File: src/rtl/core/mtf_pkg.sv
`default_nettype none

package mtf_pkg;

  localparam int SYM_W         = 8;
  localparam int ALPHABET_MAX  = 256;
  localparam int GROUP_SIZE    = 16;

  typedef logic [SYM_W-1:0] sym_t;

  // Per-cycle controls broadcast to every cell in the list
  typedef struct packed {
    logic restore;  // reload identity order
    logic commit;   // apply move-to-front this cycle
    logic decode;   // match on position instead of symbol
    sym_t key;      // symbol or position to look up
    sym_t pos;      // position being promoted
    sym_t front;    // symbol that lands in position zero
  } cell_ctrl_t;

endpackage

`default_nettype wire

File: src/rtl/core/mtf_cell.sv
`default_nettype none

module mtf_cell #(
  parameter int IDX = 0
) (
  input  wire logic               clk,
  input  wire logic               rst_n,
  input  wire mtf_pkg::cell_ctrl_t ctrl,
  input  wire mtf_pkg::sym_t      left_sym,
  output mtf_pkg::sym_t           sym,
  output logic                    hit
);
  import mtf_pkg::*;

  localparam sym_t MY_POS = SYM_W'(IDX);

  sym_t sym_r;
  sym_t sym_nxt;

  // Match on the held symbol (encode) or on this cell's position (decode)
  assign hit = ctrl.decode ? (MY_POS == ctrl.key) : (sym_r == ctrl.key);
  assign sym = sym_r;

  // Restore to identity, or take the neighbor's symbol when at or before the promoted slot
  always_comb begin
    sym_nxt = sym_r;
    if (ctrl.restore) begin
      sym_nxt = MY_POS;
    end else if (ctrl.commit && (MY_POS <= ctrl.pos)) begin
      sym_nxt = left_sym;
    end
  end

  always_ff @(posedge clk) begin
    if (!rst_n) begin
      sym_r <= MY_POS;
    end else begin
      sym_r <= sym_nxt;
    end
  end

endmodule

`default_nettype wire

File: config.mk
export PLATFORM = sky130hd
export DESIGN_NAME = mtf_cell
export DESIGN_NICKNAME = d
export VERILOG_FILES = /design/src/rtl/core/mtf_pkg.sv /design/src/rtl/core/mtf_cell.sv
export SDC_FILE = /design/constraint.sdc
export NUM_CORES = 1
export LEC_CHECK = 0
export ABC_AREA = 0
export BUFFER_PORTS_ARGS = -buffer_cell sky130_fd_sc_hd__buf_4
export CELL_PAD_IN_SITES_DETAIL_PLACEMENT = 0
export CELL_PAD_IN_SITES_GLOBAL_PLACEMENT = 1
export CORE_MARGIN = 5
export CORE_UTILIZATION = 20
export DETAILED_ROUTE_END_ITERATION = 8
export GPL_ROUTABILITY_DRIVEN = 0
export MAX_ROUTING_LAYER = met4
export PLACE_DENSITY_LB_ADDON = 0.1
export RECOVER_POWER = 25
export SETUP_SLACK_MARGIN = 0.02
export SLEW_MARGIN = 25
export SYNTH_ARGS = -nofsm -noshare
export SYNTH_HDL_FRONTEND = slang
export SYNTH_SLANG_ARGS = --single-unit
export TNS_END_PERCENT = 50
File: constraint.sdc
create_clock -name clk -period 0.93 [get_ports clk]
set_clock_uncertainty 0.1 [all_clocks]
set_input_delay 0 -clock clk [delete_from_list [all_inputs] [get_ports clk]]
set_output_delay 0 -clock clk [all_outputs]
set_load 0.05 [all_outputs]
### Word level (Yosys, flattened, before mapping)

Cells that the tools add are included.

* flip-flop bits (word level): 8
* word-level logic and storage cells: 8

* magnitude comparators: 1
* equality and inequality tests: 1
* multiplexer cells: 1
* bitwise operators: 1
* reduce and logical (&&, ||, !) cells: 3

Operators with widths (number)
* $eq 8x8->1: 1
* $le 1x8->1 const A: 1
* $logic_not 8->1: 1
* $reduce_or 2->1: 1
* $logic_and 1x1->1: 1
* $mux 1: 1
* $not 1->1: 1

### Longest topological paths before layout

* depth in word-level cells: 2
* gate-level depth with buffers: 3
* depth with buffers taken out: 3

### Worst setup path after synthesis

Ideal clock, no wire load.

* kind: flip-flop to output port
* start point: reg sym_r[6] (netlist: sym[6])
* end point: out hit
* arrival time: 1.699 ns
* setup slack: -0.869 ns
* stages on the path, launching flop included: 4
* cells stage by stage: dfxtp_1 xnor2_1 nand3_1 o31ai_2

* cells in the longest elaborated chain, start to end: 2

RTL lines
* start, declared: RTL line mtf_cell.sv:17 `sym_t sym_r;`
* start signal, assigned: RTL line mtf_cell.sv:38 `sym_r <= sym_nxt;`
* $eq 8x8->1: RTL line mtf_cell.sv:21 `assign hit = ctrl.decode ? (MY_POS == ctrl.key) : (sym_r == ctrl.key);`
* $mux 1: RTL line mtf_cell.sv:21
* end, declared: RTL line mtf_cell.sv:11 `output logic hit`

Every way passes these cells.

### Worst setup path in the final report

* start point: reg sym_r[2] (netlist: sym[2])
* end point: out hit

The elaborated chain is that of the path after synthesis.

==> run metrics <==
WP data arrival ~1300 ps; Max Slew Vio Count 0; CP Capture Type primary output; drt drc 0; wire length per cell 10.6 um; Iter 0 DRT Violations 3; fillers approximately 210; initial antenna violation count 0; WL met2 ~590 um; layout cells sized above 1 0.637; synthesized area per cell approximately 9.7 sq um; power density cells 931 mW/mm^2; H-tree depth 1; area delta synth->final 146%; top cell type's share of synthesized area 0.393; largest net degree at the start of global routing 9; Syn Inst Count 42; CTS tree built; Initial Util 0.208; fin util 0.511; grt ovf 0; most common cell after layout, fill and taps aside buf_4; dominant cell type by area after synthesis dfxtp_1; Slew headroom 0.776; max reg flops 8; CTS max path bufs 2; Final ANT Viol Nets 0; worst hold path type primary input to flop; RSZ-0062 raised after global routing yes; met1 wire length around 500 um; clock slew at reported path FFs ~60 ps; #FFs+latches synth 8; sequential power share 0.378; IO Count between 40 and 50; area of the die around 0.0030 sq mm; most frequent cells in the layout buf_4, buf_6, nor2_1, dlygate4sd3_1; CTS Buf Count 3; failing checks negative setup slack; vias post-DR 461; fin nets about 130; main area contributors after synthesis dfxtp_1, mux2i_1, xnor2_1; Worst Path Max Fanout 2; Die X approximately 55 um; Slew @ Worst Pin between 300 and 400 ps; Die Span Y about 55 um; post-place setup slack -276 ps; Seq/Total Area, Yosys 0.393; fin crit period between 1000 and 1500 ps; PortBufs 29; Top Layer Used met4; setup_tns -917 ps; CTS root buf clkbuf_4; fin worst setup slack -445 ps; Static Leak around 0.44 nW; core area 0.00196 sq mm; Tcrit/Tclk final 1.48; sw frac 0.265; Clk Latency, worst-skew pair 250 ps; Psw around 0.00025 W; GR Util All Layers 0.0921; Peak VDD IR ~520 uV; vias per cell ~3.9; run status finished, violations left; met3 WL between 100 and 150 um; number of antenna diodes 0; Internal slightly below 0.0007 W; first-pass GRT wire length 1880 um; worst path required time just over 800 ps; final setup vio count 10; DP HPWL between 900 and 1000 um; Fin. Hold Viols 0; Synth cell types 13; startpoint types flop; # rows 16; upper clock frequency limit roughly 730 MHz; yosys warns 0; dpl cell area approximately 740 sq um; Mapped Nets 79; number of clock sinks 8; TritonRoute pass-1 iters 5; final instance area between 0.001 and 0.0015 sq mm; Comb power frac 0.325; MaxCap Viol Count 0; clock network fraction of total power 0.297; WS Path Type flop to primary output; vias in the first global route about 440; Post-Syn Area ~400 sq um; Total Wirelength 1250 um
[path summary, 6_finish.rpt]
kind	from	slack, ps	cells after the start	end
setup / recovery	sym[2]$_SDFFE_PP0P_	-440	4	hit
hold reg to reg	sym[3]$_SDFFE_PP0P_	500	3	sym[3]$_SDFFE_PP0P_
hold / removal	ctrl[25]	30	3	sym[1]$_SDFFE_PP0P_
setup reg to reg	sym[2]$_SDFFE_PP0P_	-130	5	sym[2]$_SDFFE_PP0P_
[worst max-delay path: stages, from the launching register on]
cell and delay (ps):
dfxtp_4 340, xnor2_1 120, nand4_1 170, o31ai_4 210, buf_6 190
[synth_stat cells]
library cell / n
nor4_1: 1
nand4_1: 1
buf_4: 1
xnor2_1: 8
nand4b_1: 1
nor2_1: 8
nand2b_1: 2
o31ai_2: 1
mux2i_1: 8
nor3_1: 1
clkbuf_1: 1
nand3_1: 1
dfxtp_1: 8
[cell type report]
type / instances / area, sq um / share of cell area
tap: 27 / 33.8 / 0.0337
sequential: 8 / 188 / 0.187
clock buffer: 4 / 26.3 / 0.0262
multi-input combinational: 32 / 292 / 0.291
timing repair buffer: 47 / 463 / 0.462
[kinds of logic after synthesis]
kind of cell | Yosys count | share of synthesized area
multiplexers | 8 | 0.196
AO/OA/AOI/OAI | 1 | 0.0307
XOR/XNOR | 8 | 0.172
flip-flops | 8 | 0.393
AND/OR/NAND/NOR | 15 | 0.181
buffers and inverters | 2 | 0.0276
[metrics by stage]
stage	hold slack [ps]	cells	total power [W]
2_1_floorplan	45.9	42	0.000473
3_3_place_gp	142	104	0.000586
3_5_place_dp	141	104	0.000587
4_1_cts	17.2	117	0.000941
5_1_grt	21.8	118	0.00100
6_report	26.4	118	0.000933
[power by group through the flow]
stage          Sequential [W]  Combinational (W)  Clock, W
2_1_floorplan        0.000398          0.0000742         0
3_3_place_gp         0.000356           0.000230         0
3_5_place_dp         0.000356           0.000230         0
4_1_cts              0.000351           0.000292  0.000297
5_1_grt              0.000354           0.000325  0.000321
6_report             0.000352           0.000304  0.000277
[repair_timing]
action | in CTS | in global routing
buffers inserted | 1 | 1
hold buffers | 8 | 0
setup endpoints to repair | 9 | 13
resized for setup | 21 | 10
pin swaps | 8 | 1
endpoints found under the hold margin | 8 | 0
[metal layers]
layer,global-route usage,up-vias
li1,-,245
met1,0.111,197
met2,0.142,17
met3,0.0295,2
met4,0.0364,0
met5,-,-
Note: power is estimated with default switching activity, not from simulation.
